## src/design/scds_pkg.sv

```systemverilog
// shared types and constants for the serial clock divider solver
package scds_pkg;

    localparam int HZ_W       = 28;
    localparam int PRE_OUT_W  = 13;
    localparam int CNT_OUT_W  = 6;
    localparam int HIGH_OUT_W = 5;
    localparam int PRE_SCALE  = 4 + 1;

    localparam logic [HZ_W-1:0] SRC_RESET = HZ_W'(80000000);

    // one queued request, already classified by the front part
    typedef struct packed {
        logic            bypass;
        logic [HZ_W-1:0] req;
    } req_entry_t;

    typedef struct packed {
        logic full;
        logic empty;
    } queue_status_t;

    typedef enum logic [2:0] {
        ST_IDLE,
        ST_DIV_PRE,
        ST_MUL_CNT,
        ST_DIV_CNT,
        ST_MUL_ACH,
        ST_DIV_ACH,
        ST_DONE
    } back_state_t;

endpackage

```

## src/design/spi_clock_divider_solver_core.sv

```systemverilog
// top level of the serial clock divider solver
//
// request channel: requested_hz with req_valid / req_stall, taken on a clock
// edge with req_valid high and req_stall low. result channel: divider
// settings and achieved_hz with res_valid / res_stall, same rule.
// source_clock_hz is written on any edge with cfg_write_en high; change it
// only while no request is in flight.
// requests land in a two-entry queue; the solver drains it one at a time.
// a divided request runs up to three 28-step divisions on one shared divider;
// a request of zero runs only the last one, for the achieved rate.
// a request above half the source clock skips the divider.
// the result sits in an output register; while it is stalled the solver
// finishes the next request and the queue keeps taking new ones until full.
// reset empties the queue, drops any pending result and sets the source
// clock to 80 MHz.
module spi_clock_divider_solver_core
    import scds_pkg::*;
#(
    parameter int PRE_DIV_MAX   = 8191,
    parameter int COUNT_DIV_MAX = 63
)
(
    input  logic                  clk,
    input  logic                  rst_n,
    input  logic                  cfg_write_en,
    input  logic [HZ_W-1:0]       source_clock_hz,
    input  logic                  req_valid,
    output logic                  req_stall,
    input  logic [HZ_W-1:0]       requested_hz,
    output logic                  res_valid,
    input  logic                  res_stall,
    output logic                  use_source_clock,
    output logic [PRE_OUT_W-1:0]  pre_divider,
    output logic [CNT_OUT_W-1:0]  count_divider,
    output logic [HIGH_OUT_W-1:0] count_high,
    output logic [CNT_OUT_W-1:0]  count_low,
    output logic [HZ_W-1:0]       achieved_hz
);

    logic [HZ_W-1:0] src_reg;
    queue_status_t   q_status;
    req_entry_t      push_entry;
    req_entry_t      pop_entry;
    logic            push;
    logic            pop;

    always_ff @(posedge clk or negedge rst_n)
    begin
        if (!rst_n)
        begin
            src_reg <= SRC_RESET;
        end
        else if (cfg_write_en)
        begin
            src_reg <= source_clock_hz;
        end
    end

    scds_front u_front (
        .req_valid    (req_valid),
        .req_stall    (req_stall),
        .requested_hz (requested_hz),
        .src          (src_reg),
        .q_status     (q_status),
        .push         (push),
        .entry        (push_entry)
    );

    scds_fifo u_fifo (
        .clk       (clk),
        .rst_n     (rst_n),
        .push      (push),
        .entry_in  (push_entry),
        .pop       (pop),
        .entry_out (pop_entry),
        .status    (q_status)
    );

    scds_back #(
        .PRE_DIV_MAX   (PRE_DIV_MAX),
        .COUNT_DIV_MAX (COUNT_DIV_MAX)
    ) u_back (
        .clk              (clk),
        .rst_n            (rst_n),
        .src              (src_reg),
        .q_status         (q_status),
        .entry            (pop_entry),
        .pop              (pop),
        .res_valid        (res_valid),
        .res_stall        (res_stall),
        .use_source_clock (use_source_clock),
        .pre_divider      (pre_divider),
        .count_divider    (count_divider),
        .count_high       (count_high),
        .count_low        (count_low),
        .achieved_hz      (achieved_hz)
    );

endmodule

```

## src/design/scds_div.sv

```systemverilog
// iterative restoring divider, one quotient bit per cycle
module scds_div
    import scds_pkg::*;
#(
    parameter int DEN_W = 45
)
(
    input  logic             clk,
    input  logic             rst_n,
    input  logic             start,
    input  logic [HZ_W-1:0]  num,
    input  logic [DEN_W-1:0] den,
    output logic             done,
    output logic [HZ_W-1:0]  quot
);

    localparam int STEP_W = $clog2(HZ_W + 1);

    logic [STEP_W-1:0] step_reg;
    logic              done_reg;
    logic [DEN_W-1:0]  rem_reg;
    logic [HZ_W-1:0]   shift_reg;
    logic [DEN_W:0]    rem_shift;
    logic              fits;

    assign rem_shift = {rem_reg, shift_reg[HZ_W-1]};
    assign fits      = rem_shift >= {1'b0, den};

    always_ff @(posedge clk or negedge rst_n)
    begin
        if (!rst_n)
        begin
            step_reg <= '0;
            done_reg <= 1'b0;
        end
        else
        begin
            done_reg <= 1'b0;
            if (start)
            begin
                step_reg <= STEP_W'(HZ_W);
            end
            else if (step_reg != '0)
            begin
                step_reg <= step_reg - STEP_W'(1);
                if (step_reg == STEP_W'(1))
                begin
                    done_reg <= 1'b1;
                end
            end
        end
    end

    // numerator shifts out at the top while quotient bits shift in at the bottom
    always_ff @(posedge clk)
    begin
        if (start)
        begin
            rem_reg   <= '0;
            shift_reg <= num;
        end
        else if (step_reg != '0)
        begin
            if (fits)
            begin
                rem_reg <= DEN_W'(rem_shift - {1'b0, den});
            end
            else
            begin
                rem_reg <= rem_shift[DEN_W-1:0];
            end
            shift_reg <= {shift_reg[HZ_W-2:0], fits};
        end
    end

    assign done = done_reg;
    assign quot = shift_reg;

endmodule

```

## src/design/scds_fifo.sv

```systemverilog
// two-entry request queue between front and back
module scds_fifo
    import scds_pkg::*;
(
    input  logic          clk,
    input  logic          rst_n,
    input  logic          push,
    input  req_entry_t    entry_in,
    input  logic          pop,
    output req_entry_t    entry_out,
    output queue_status_t status
);

    localparam int DEPTH = 2;

    req_entry_t       mem [DEPTH];
    logic             wr_ptr_reg;
    logic             rd_ptr_reg;
    logic [1:0]       fill_reg;

    always_ff @(posedge clk or negedge rst_n)
    begin
        if (!rst_n)
        begin
            wr_ptr_reg <= 1'b0;
            rd_ptr_reg <= 1'b0;
            fill_reg   <= '0;
        end
        else
        begin
            if (push)
            begin
                wr_ptr_reg <= ~wr_ptr_reg;
            end
            if (pop)
            begin
                rd_ptr_reg <= ~rd_ptr_reg;
            end
            if (push && !pop)
            begin
                fill_reg <= fill_reg + 2'd1;
            end
            else if (pop && !push)
            begin
                fill_reg <= fill_reg - 2'd1;
            end
        end
    end

    always_ff @(posedge clk)
    begin
        if (push)
        begin
            mem[wr_ptr_reg] <= entry_in;
        end
    end

    assign entry_out    = mem[rd_ptr_reg];
    assign status.full  = fill_reg == 2'(DEPTH);
    assign status.empty = fill_reg == '0;

endmodule

```

## src/design/scds_front.sv

```systemverilog
// front part: takes requests and flags the ones that bypass the divider
module scds_front
    import scds_pkg::*;
(
    input  logic            req_valid,
    output logic            req_stall,
    input  logic [HZ_W-1:0] requested_hz,
    input  logic [HZ_W-1:0] src,
    input  queue_status_t   q_status,
    output logic            push,
    output req_entry_t      entry
);

    assign req_stall    = q_status.full;
    assign push         = req_valid && !q_status.full;
    // more than half the source clock goes straight through
    assign entry.bypass = requested_hz > (src >> 1);
    assign entry.req    = requested_hz;

endmodule

```

## src/design/scds_back.sv

```systemverilog
// back part: solves prescaler, counter and achieved rate with a shared divider
module scds_back
    import scds_pkg::*;
#(
    parameter int PRE_DIV_MAX   = 8191,
    parameter int COUNT_DIV_MAX = 63
)
(
    input  logic                  clk,
    input  logic                  rst_n,
    input  logic [HZ_W-1:0]       src,
    input  queue_status_t         q_status,
    input  req_entry_t            entry,
    output logic                  pop,
    output logic                  res_valid,
    input  logic                  res_stall,
    output logic                  use_source_clock,
    output logic [PRE_OUT_W-1:0]  pre_divider,
    output logic [CNT_OUT_W-1:0]  count_divider,
    output logic [HIGH_OUT_W-1:0] count_high,
    output logic [CNT_OUT_W-1:0]  count_low,
    output logic [HZ_W-1:0]       achieved_hz
);

    localparam int PRE_W = $clog2(PRE_DIV_MAX + 1);
    localparam int CNT_W = $clog2(COUNT_DIV_MAX + 1);
    localparam int PP_W  = PRE_W + 1;
    localparam int CP_W  = CNT_W + 1;
    localparam int DEN_W = (PP_W + HZ_W > HZ_W + 3) ? PP_W + HZ_W : HZ_W + 3;

    back_state_t      state_reg;
    back_state_t      state_next;
    logic             load_out;
    logic             div_start_reg;
    logic             div_start_next;
    logic             div_done;
    logic [HZ_W-1:0]  div_quot;

    logic [HZ_W-1:0]  req_reg;
    logic             byp_reg;
    logic [PRE_W-1:0] pre_reg;
    logic [CNT_W-1:0] cnt_reg;
    logic [HZ_W-1:0]  ach_reg;
    logic [DEN_W-1:0] den_reg;

    logic             out_valid_reg;
    logic             out_byp_reg;
    logic [PRE_OUT_W-1:0]  out_pre_reg;
    logic [CNT_OUT_W-1:0]  out_cnt_reg;
    logic [HIGH_OUT_W-1:0] out_high_reg;
    logic [HZ_W-1:0]  out_ach_reg;
    logic [HZ_W-1:0]  out_src_reg;

    logic [PP_W-1:0]        pre_plus;
    logic [CP_W-1:0]        cnt_plus;
    logic [CP_W-1:0]        high_val;
    logic [HZ_W+2:0]        den_pre;
    logic [PP_W+HZ_W-1:0]   den_cnt;
    logic [PP_W+CP_W-1:0]   den_ach;

    // quotient minus one, held at zero below and at the limit above
    function automatic logic [PRE_W-1:0] clamp_pre(input logic [HZ_W-1:0] q);
        logic [HZ_W-1:0] qm;
        qm = (q == '0) ? '0 : q - HZ_W'(1);
        if (32'(qm) > 32'(PRE_DIV_MAX))
            return PRE_W'(PRE_DIV_MAX);
        return qm[PRE_W-1:0];
    endfunction

    function automatic logic [CNT_W-1:0] clamp_cnt(input logic [HZ_W-1:0] q);
        logic [HZ_W-1:0] qm;
        qm = (q == '0) ? '0 : q - HZ_W'(1);
        if (32'(qm) > 32'(COUNT_DIV_MAX))
            return CNT_W'(COUNT_DIV_MAX);
        return qm[CNT_W-1:0];
    endfunction

    assign pre_plus = PP_W'(pre_reg) + PP_W'(1);
    assign cnt_plus = CP_W'(cnt_reg) + CP_W'(1);
    assign high_val = (cnt_reg == '0) ? '0 : (cnt_plus >> 1) - CP_W'(1);
    assign den_pre  = {3'b000, entry.req} + {1'b0, entry.req, 2'b00};
    assign den_cnt  = pre_plus * req_reg;
    assign den_ach  = pre_plus * cnt_plus;

    scds_div #(
        .DEN_W (DEN_W)
    ) u_div (
        .clk   (clk),
        .rst_n (rst_n),
        .start (div_start_reg),
        .num   (src),
        .den   (den_reg),
        .done  (div_done),
        .quot  (div_quot)
    );

    always_ff @(posedge clk or negedge rst_n)
    begin
        if (!rst_n)
        begin
            state_reg     <= ST_IDLE;
            div_start_reg <= 1'b0;
            out_valid_reg <= 1'b0;
        end
        else
        begin
            state_reg     <= state_next;
            div_start_reg <= div_start_next;
            if (load_out)
            begin
                out_valid_reg <= 1'b1;
            end
            else if (!res_stall)
            begin
                out_valid_reg <= 1'b0;
            end
        end
    end

    always_comb
    begin
        state_next     = state_reg;
        pop            = 1'b0;
        load_out       = 1'b0;
        div_start_next = 1'b0;
        unique case (state_reg)
            ST_IDLE:
            begin
                if (!q_status.empty)
                begin
                    pop = 1'b1;
                    if (entry.bypass)
                    begin
                        state_next = ST_DONE;
                    end
                    else if (entry.req == '0)
                    begin
                        // no rate asked for: both stages at their limit
                        state_next = ST_MUL_ACH;
                    end
                    else
                    begin
                        state_next     = ST_DIV_PRE;
                        div_start_next = 1'b1;
                    end
                end
            end
            ST_DIV_PRE:
            begin
                if (div_done)
                begin
                    state_next = ST_MUL_CNT;
                end
            end
            ST_MUL_CNT:
            begin
                state_next     = ST_DIV_CNT;
                div_start_next = 1'b1;
            end
            ST_DIV_CNT:
            begin
                if (div_done)
                begin
                    state_next = ST_MUL_ACH;
                end
            end
            ST_MUL_ACH:
            begin
                state_next     = ST_DIV_ACH;
                div_start_next = 1'b1;
            end
            ST_DIV_ACH:
            begin
                if (div_done)
                begin
                    state_next = ST_DONE;
                end
            end
            ST_DONE:
            begin
                if (!out_valid_reg || !res_stall)
                begin
                    load_out   = 1'b1;
                    state_next = ST_IDLE;
                end
            end
            default:
            begin
                state_next = ST_IDLE;
            end
        endcase
    end

    always_ff @(posedge clk)
    begin
        case (state_reg)
            ST_IDLE:
            begin
                if (!q_status.empty)
                begin
                    req_reg <= entry.req;
                    byp_reg <= entry.bypass;
                    ach_reg <= src;
                    den_reg <= DEN_W'(den_pre);
                    if (entry.bypass)
                    begin
                        pre_reg <= '0;
                        cnt_reg <= '0;
                    end
                    else
                    begin
                        pre_reg <= PRE_W'(PRE_DIV_MAX);
                        cnt_reg <= CNT_W'(COUNT_DIV_MAX);
                    end
                end
            end
            ST_DIV_PRE:
            begin
                if (div_done)
                begin
                    pre_reg <= clamp_pre(div_quot);
                end
            end
            ST_MUL_CNT:
            begin
                den_reg <= DEN_W'(den_cnt);
            end
            ST_DIV_CNT:
            begin
                if (div_done)
                begin
                    cnt_reg <= clamp_cnt(div_quot);
                end
            end
            ST_MUL_ACH:
            begin
                den_reg <= DEN_W'(den_ach);
            end
            ST_DIV_ACH:
            begin
                if (div_done)
                begin
                    ach_reg <= div_quot;
                end
            end
            default:
            begin
            end
        endcase

        if (load_out)
        begin
            out_byp_reg  <= byp_reg;
            out_pre_reg  <= PRE_OUT_W'(pre_reg);
            out_cnt_reg  <= CNT_OUT_W'(cnt_reg);
            out_high_reg <= HIGH_OUT_W'(high_val);
            out_ach_reg  <= ach_reg;
            out_src_reg  <= src;
        end
    end

    assign res_valid        = out_valid_reg;
    assign use_source_clock = out_byp_reg;
    assign pre_divider      = out_pre_reg;
    assign count_divider    = out_cnt_reg;
    assign count_high       = out_high_reg;
    assign count_low        = out_cnt_reg;
    assign achieved_hz      = out_ach_reg;

`ifndef SYNTHESIS
    a_bypass_fields_zero: assert property (@(posedge clk) disable iff (!rst_n)
        out_valid_reg && out_byp_reg |->
            out_pre_reg == '0 && out_cnt_reg == '0 && out_high_reg == '0)
        else $error("bypass request left divider fields set");

    a_achieved_bounded: assert property (@(posedge clk) disable iff (!rst_n)
        out_valid_reg |-> out_ach_reg <= out_src_reg)
        else $error("achieved rate above source clock");

    a_done_while_dividing: assert property (@(posedge clk) disable iff (!rst_n)
        div_done |-> state_reg == ST_DIV_PRE || state_reg == ST_DIV_CNT
                     || state_reg == ST_DIV_ACH)
        else $error("divider finished outside a divide step");

    a_start_leaves_idle: assert property (@(posedge clk) disable iff (!rst_n)
        div_start_reg |-> $past(state_reg) == ST_IDLE || $past(state_reg) == ST_MUL_CNT
                          || $past(state_reg) == ST_MUL_ACH)
        else $error("divider started from an unexpected step");
`endif

endmodule
```

## config.mk

```make
export PLATFORM = sky130hd
export DESIGN_NAME = spi_clock_divider_solver_core
export DESIGN_NICKNAME = d
export VERILOG_FILES = /design/src/design/scds_pkg.sv /design/src/design/spi_clock_divider_solver_core.sv /design/src/design/scds_div.sv /design/src/design/scds_fifo.sv /design/src/design/scds_front.sv /design/src/design/scds_back.sv
export SDC_FILE = /design/constraint.sdc
export NUM_CORES = 2
export LEC_CHECK = 0
export BUFFER_PORTS_ARGS = -buffer_cell sky130_fd_sc_hd__buf_2
export CORE_ASPECT_RATIO = 0.8
export CORE_MARGIN = 3
export CORE_UTILIZATION = 46
export DETAILED_ROUTE_END_ITERATION = 10
export SETUP_SLACK_MARGIN = 0.05
export SYNTH_ARGS = -nofsm -noshare
export SYNTH_HDL_FRONTEND = slang
export SYNTH_SLANG_ARGS = --single-unit
```

## constraint.sdc

```tcl
create_clock -name clk -period 11.5 [get_ports clk]
set_input_delay 1.15 -clock clk [delete_from_list [all_inputs] [get_ports clk]]
set_output_delay 1.15 -clock clk [all_outputs]
set_load 0.02 [all_outputs]
```

After elaboration in Yosys (flattened, before gate mapping)
Memory sizes are Yosys's and may differ from the RTL's.
Index checks and enable logic that the tools add are counted.
{"block": "classes", "n_bitwise": 3, "addsub": 9, "n_shift": 0, "div": 0, "mul": 2, "n_lt_le_gt_ge": 4, "n_reduce_logical": 28, "n_eq_ne": 14, "muxes": 54}
{"op": "$mux W28", "count": 5}
{"op": "$pmux W42 S3", "count": 1}
{"op": "$mux W42", "count": 2}
{"op": "$mux W13", "count": 5}
{"op": "$logic_not A28 Y1", "count": 2}
{"op": "$pmux W28 S2", "count": 1}
{"op": "$ge A43 B42 Y1", "count": 1}
{"op": "$mul A14 B28 Y42", "count": 1}
{"op": "$sub A42 B42 Y42", "count": 1}
{"op": "$add A28 B30 Y31", "count": 1}
{"op": "$mux W6", "count": 5}
{"op": "$gt A28 B13 Y1 const B", "count": 1}
{"op": "$gt A28 B27 Y1", "count": 1}
{"op": "$gt A28 B6 Y1 const B", "count": 1}
{"op": "$sub A28 B1 Y28 const B", "count": 1}
{"op": "$pmux W13 S2", "count": 1}
{"op": "$mul A14 B7 Y21", "count": 1}
{"op": "$mux W3", "count": 7}
{"op": "$pmux W3 S7", "count": 1}
{"op": "$mux W1", "count": 20}
{"op": "$add A13 B1 Y14 const B", "count": 1}
{"op": "$pmux W6 S2", "count": 1}
{"op": "$mux W5", "count": 2}
{"op": "$reduce_bool A2 Y1", "count": 5}
{"op": "26 further kinds", "count": 46}
{"block": "word_totals", "mem_bits_rw": 58, "inputBits": 61, "rom_bits": 0, "regBits": 284, "out_inout_bits": 61, "latchBits": 0, "elab_cells": 137, "n_memories": 1}
{"name": "u_fifo.mem", "words": 2, "word_bits": 29, "read_ports": 1, "rd_clocked_by_memory_dff": 0, "wr": 1, "line_no": "scds_fifo.sv:16", "source": "req_entry_t mem [DEPTH];"}

Depth between registers and ports, before layout
{"block": "depth", "ltp_word": 9, "ltp_mapped": 30}

Modules after synthesis
Synthesis repeated with hierarchy kept, for this count alone.
{"block": "unflattened", "hier_cells": 3480, "area_unflattened_um2": 34455.5}
{"module": "scds_back", "cells_per_inst": 2486, "area_each_um2": 23978.0, "seq_area_each_um2": 5260.0, "instances": 1}
{"module": "scds_div", "cells_per_inst": 705, "area_each_um2": 6014.5, "seq_area_each_um2": 1831.8, "instances": 1}
{"module": "scds_fifo", "cells_per_inst": 106, "area_each_um2": 2397.3, "seq_area_each_um2": 1841.8, "instances": 1}
{"module": "spi_clock_divider_solver_core", "cells_per_inst": 59, "area_each_um2": 1152.4, "seq_area_each_um2": 710.7, "instances": 1}
{"module": "scds_front", "cells_per_inst": 124, "area_each_um2": 913.4, "seq_area_each_um2": 0.0, "instances": 1}

Worst setup path before layout
No wires, ideal clock.
{"block": "synth_timing", "path_kind": "register -> register", "from": "reg u_back.pre_reg[0]", "to": "reg u_back.den_reg[39] (data pin)", "stages_incl_launch_ff": 28, "arrival_ps": 7247, "path_slack_ps": 3987, "path_buffers": 2, "path_cell_list": "edfxtp_1 clkbuf_1 nand2_1 nor2_1 nand3_1 nor2_1 xor2_1 clkbuf_1 nand2_1 fa_1 fa_1 inv_1 fa_1 fa_1 fa_1 inv_1 fa_1 inv_1 ha_1 nand4_1 or4_1 a21boi_2 a41oi_1 o31a_1 a211o_1 o21ai_1 xnor2_1 nor2_1"}
{"block": "synth_between", "elab_chain_cells": 3}
{"item": "start: declaration", "line_no": "scds_back.sv:41", "source": "logic [PRE_W-1:0] pre_reg;"}
{"item": "start signal: assignment", "line_no": "scds_back.sv:212", "source": "pre_reg <= PRE_W'(PRE_DIV_MAX);"}
{"item": "start signal: assignment", "line_no": "scds_back.sv:221", "source": "pre_reg <= clamp_pre(div_quot);"}
{"item": "$add A13 B1 Y14", "line_no": "scds_back.sv:78", "source": "assign pre_plus = PP_W'(pre_reg) + PP_W'(1);"}
{"item": "$mul A14 B28 Y42", "line_no": "scds_back.sv:82", "source": "assign den_cnt = pre_plus * req_reg;"}
{"item": "$pmux W42 S3", "line_no": "scds_back.sv:196", "source": "case (state_reg)"}
{"item": "end signal: assignment", "line_no": "scds_back.sv:204", "source": "den_reg <= DEN_W'(den_pre);"}
{"item": "end signal: assignment", "line_no": "scds_back.sv:226", "source": "den_reg <= DEN_W'(den_cnt);"}
{"item": "end signal: assignment", "line_no": "scds_back.sv:237", "source": "den_reg <= DEN_W'(den_ach);"}
{"item": "end: declaration", "line_no": "scds_back.sv:44", "source": "logic [DEN_W-1:0] den_reg;"}
Every way passes these cells.
A chain may end at the register's enable or synchronous reset.

Worst setup path after layout
{"block": "layout_timing", "from": "reg u_back.pre_reg[3]", "to": "reg u_back.den_reg[39] (data pin)"}
Same word-level chain as after synthesis.

==> flow_metrics.tcl <==
set metrics [dict create \
    status "finished clean" \
    r2r_end "u_back.den_reg[39]" \
    vdd_ir_drop_max_mv 0.116 \
    fillers 6637 \
    grt_pass1_wl_mm 146 \
    cts_setup_buffers 0 \
    synth_edf_count 257 \
    power_frac_seq_pct 45.3 \
    core_area_mm2 0.0712 \
    clk_latency_ps 570 \
    slew_headroom_pct 33.4 \
    clock_path_buffers 3 \
    cts_tree "built" \
    ys_seq_area_share_pct 28.9 \
    timing.hold.ws_ps 421 \
    synth_ff_type "edfxtp_1" \
    netlist_top_cells_area "edfxtp_1 (23%), fa_1 (22%), ha_1 (9.3%), inv_1 (5.5%), nand2_1 (5.0%)" \
    p_comb_share_pct 19.1 \
    cts_buffers 36 \
    cts_hold_buf 0 \
    crit_path_start_kind "flop" \
    ys_ff_latch 342 \
    grt.total_usage_pct 25.0 \
    holdCritPathClass "flop to flop" \
    max_cap_viol_count 0 \
    swShare_pct 29.4 \
    hp-start "u_back.ach_reg[2]" \
    grt_overflow 0 \
    finalSetupViolCount 0 \
    fin_crit_sh_pct 75.5 \
    cp_slowest_cell "xor2_2" \
    max_freq_mhz 115 \
    cts_root_buffer "clkbuf_16" \
    cp.arrival_ps 8980 \
    netlist.area_leader.share_pct 23.1 \
    drive_gt1_share_pct 9.69 \
    num_vias 24798 \
    synth.net_count 4100 \
    vias_per_cell 5.58 \
    period_needed_ps 8690 \
    largest_register_ffs 58 \
    antenna_found_initial 7 \
    cp_data_required_time_ps 11790 \
    grt_max_degree 62 \
    nets 4160 \
    start_util_pct 46.9 \
    fin_skew_ps 32.7 \
    first_global_vias 24541 \
    power.net_switching_w 0.000955 \
    finalWirelength_mm 93.0 \
    slowest_delay_ps 690 \
    row_count 87 \
    synth_cells 3420 \
    worstSetupPathType "flop to flop" \
    yosys.area.top_type "edfxtp_1" \
    wl_per_cell_um 20.9 \
    r2r_start "u_back.pre_reg[3]" \
    leakage_nw 16.6 \
    synth_cell_types 82 \
    powerDensity_mw_per_mm2 89.6 \
    die-width_um 307 \
    hold-path-cell-count 0 \
    tightest_slew_ps 992 \
    clkPwrFrac_pct 35.6 \
    path_buf_inv 4 \
    dp_hpwl_mm 70.6 \
    rsz0062_at_grt "false" \
    dp.cells 4376 \
    io_buffers 121 \
    cts-resized-gates 0 \
    hold_violations 0 \
    place_congestion 0.944 \
    clock_sinks 342 \
    dieArea_mm2 0.0758 \
    tns_ps 0 \
    syn_area_per_cell_um2 9.76 \
    die_h_um 247 \
    path_clk_slew_ps 60 \
    htreeDepth 2 \
    internal-power_w 0.00229 \
    reg2regPathDepth 26 \
    critical_path.top_delay_family "adder cells" \
    hold_end "u_back.achieved_hz[2]" \
    crit_start "u_back.pre_reg[3]" \
    yosysWarnings 0 \
    drc_errors 0 \
    path_max_fanout 18 \
    async_reset_ff_share_pct 12.6 \
    first_pass_iters 6 \
    stdcell_count 4443 \
    num_io_pins 122 \
    syn2layout_area_growth_pct 8.51 \
    drv_slew 0 \
    r2r_slack_ps 2810 \
    initialDrtViolationCount 2067 \
    critical_path.endpoint_type "flop" \
    syn-cell-area_mm2 0.0334 \
    cpMostUsedCell "fa_1" \
    ant_nets 0 \
]
## final cells by class
cell class                 count  area, µm²  area share (%)
tap                          934       1170            3.23
antenna                        1       2.50         0.00691
sequential                   342       9650            26.6
multi-input combinational   2444      21400            59.2
clock buffer                  40        926            2.56
clock inverter                26        246           0.681
inverter                     490       1840            5.08
timing repair buffer         166        943            2.61
## routing by layer
metal | up-vias | wire (µm) | global-route usage, %
met5 | - | 62 | 0
met4 | 8 | 1960 | 5.28
li1 | 11482 | - | -
met1 | 12432 | 44600 | 38.0
met2 | 750 | 39400 | 36.9
met3 | 126 | 6940 | 4.92
## synth_stat cells, types with 12 or more instances
cell type,n
a31oi_1,19
nand2b_1,46
and3_1,27
dfxtp_1,42
fa_1,370
nor2b_1,35
clkbuf_1,124
a21oi_1,147
o21ai_0,115
a21o_1,61
nor2_1,147
o21ai_1,26
nor3_1,56
edfxtp_1,257
and2_1,164
nand4_1,21
a211oi_1,40
o22ai_1,14
nor4_1,12
o21a_1,12
xnor2_1,82
o21bai_1,22
dfrtp_1,35
xor2_1,65
mux2_2,77
nand3_1,41
ha_1,249
nand2_1,440
inv_1,489
## power by group through the flow
stage               Combinational [W]  Sequential (W)  Clock (W)
global placement             0.000604         0.00149          0
finish                       0.000619         0.00147    0.00115
global route                 0.000677         0.00148    0.00123
detailed placement           0.000605         0.00149          0
CTS                          0.000610         0.00147    0.00118
floorplan                    0.000414         0.00148          0
## worst max-delay path by stage
stage | endpoint | cells after the start
5_1_grt | u_back.den_reg[39] | 26
4_1_cts | u_back.den_reg[39] | 26
6_report | u_back.den_reg[39] | 26
2_1_floorplan | u_back.den_reg[39] | 27
3_5_place_dp | u_back.den_reg[39] | 26
3_3_place_gp | u_back.den_reg[39] | 26
## through the flow
stage                     cell area, µm²  total power (W)  util [%]  setup WS, ps
after floorplan                    33400          0.00190         -          3990
after global placement             35000          0.00210      49.2          2940
after detailed placement           35000          0.00210      49.2          2840
after CTS                          36200          0.00325      50.8          2780
after global routing               36200          0.00338      50.8          2280
final                              36200          0.00324      50.9          2810
## worst reg2reg max path, cell delays in order (launching register included)
cell	delay, ps
edfxtp_1	460
nand3_1	140
nor2_1	290
nand3_1	300
nor2_1	250
xor2_2	690
buf_4	370
nand2_1	110
fa_1	500
fa_1	540
inv_1	50
fa_1	500
fa_1	520
fa_1	550
inv_1	50
fa_1	530
inv_1	40
ha_1	380
nand4_1	120
or4_1	520
a21boi_2	230
a41oi_1	250
o31a_1	360
a211o_1	310
o21ai_1	170
xnor2_1	130
nor2_1	60
## cells by family (layout without fill, tap and decap cells)
kind of cell / Yosys count / in the layout / share of synthesized area [%]
DFF: 342 / 342 / 28.9
and+or+nand+nor: 1029 / 1029 / 14.8
adders and majority gates: 619 / 619 / 31.5
other: 0 / 1 / 0
AOI/OAI and AO/OA: 559 / 559 / 10.6
buffers and inverters: 634 / 722 / 7.23
xor gates and xnor gates: 147 / 147 / 3.86
muxes: 90 / 90 / 3.00
## cell usage in the layout, fill, tap and decap left out, types with 59 or more instances in the layout
cell type,instances
inv_1,489
nand2_1,439
fa_1,370
edfxtp_1,257
ha_1,248
and2_1,164
a21oi_1,146
nor2_1,145
buf_2,121
o21ai_0,113
xnor2_1,77
mux2_2,77
a21o_1,61
xor2_1,59
(Power assumes the default switching activity.)
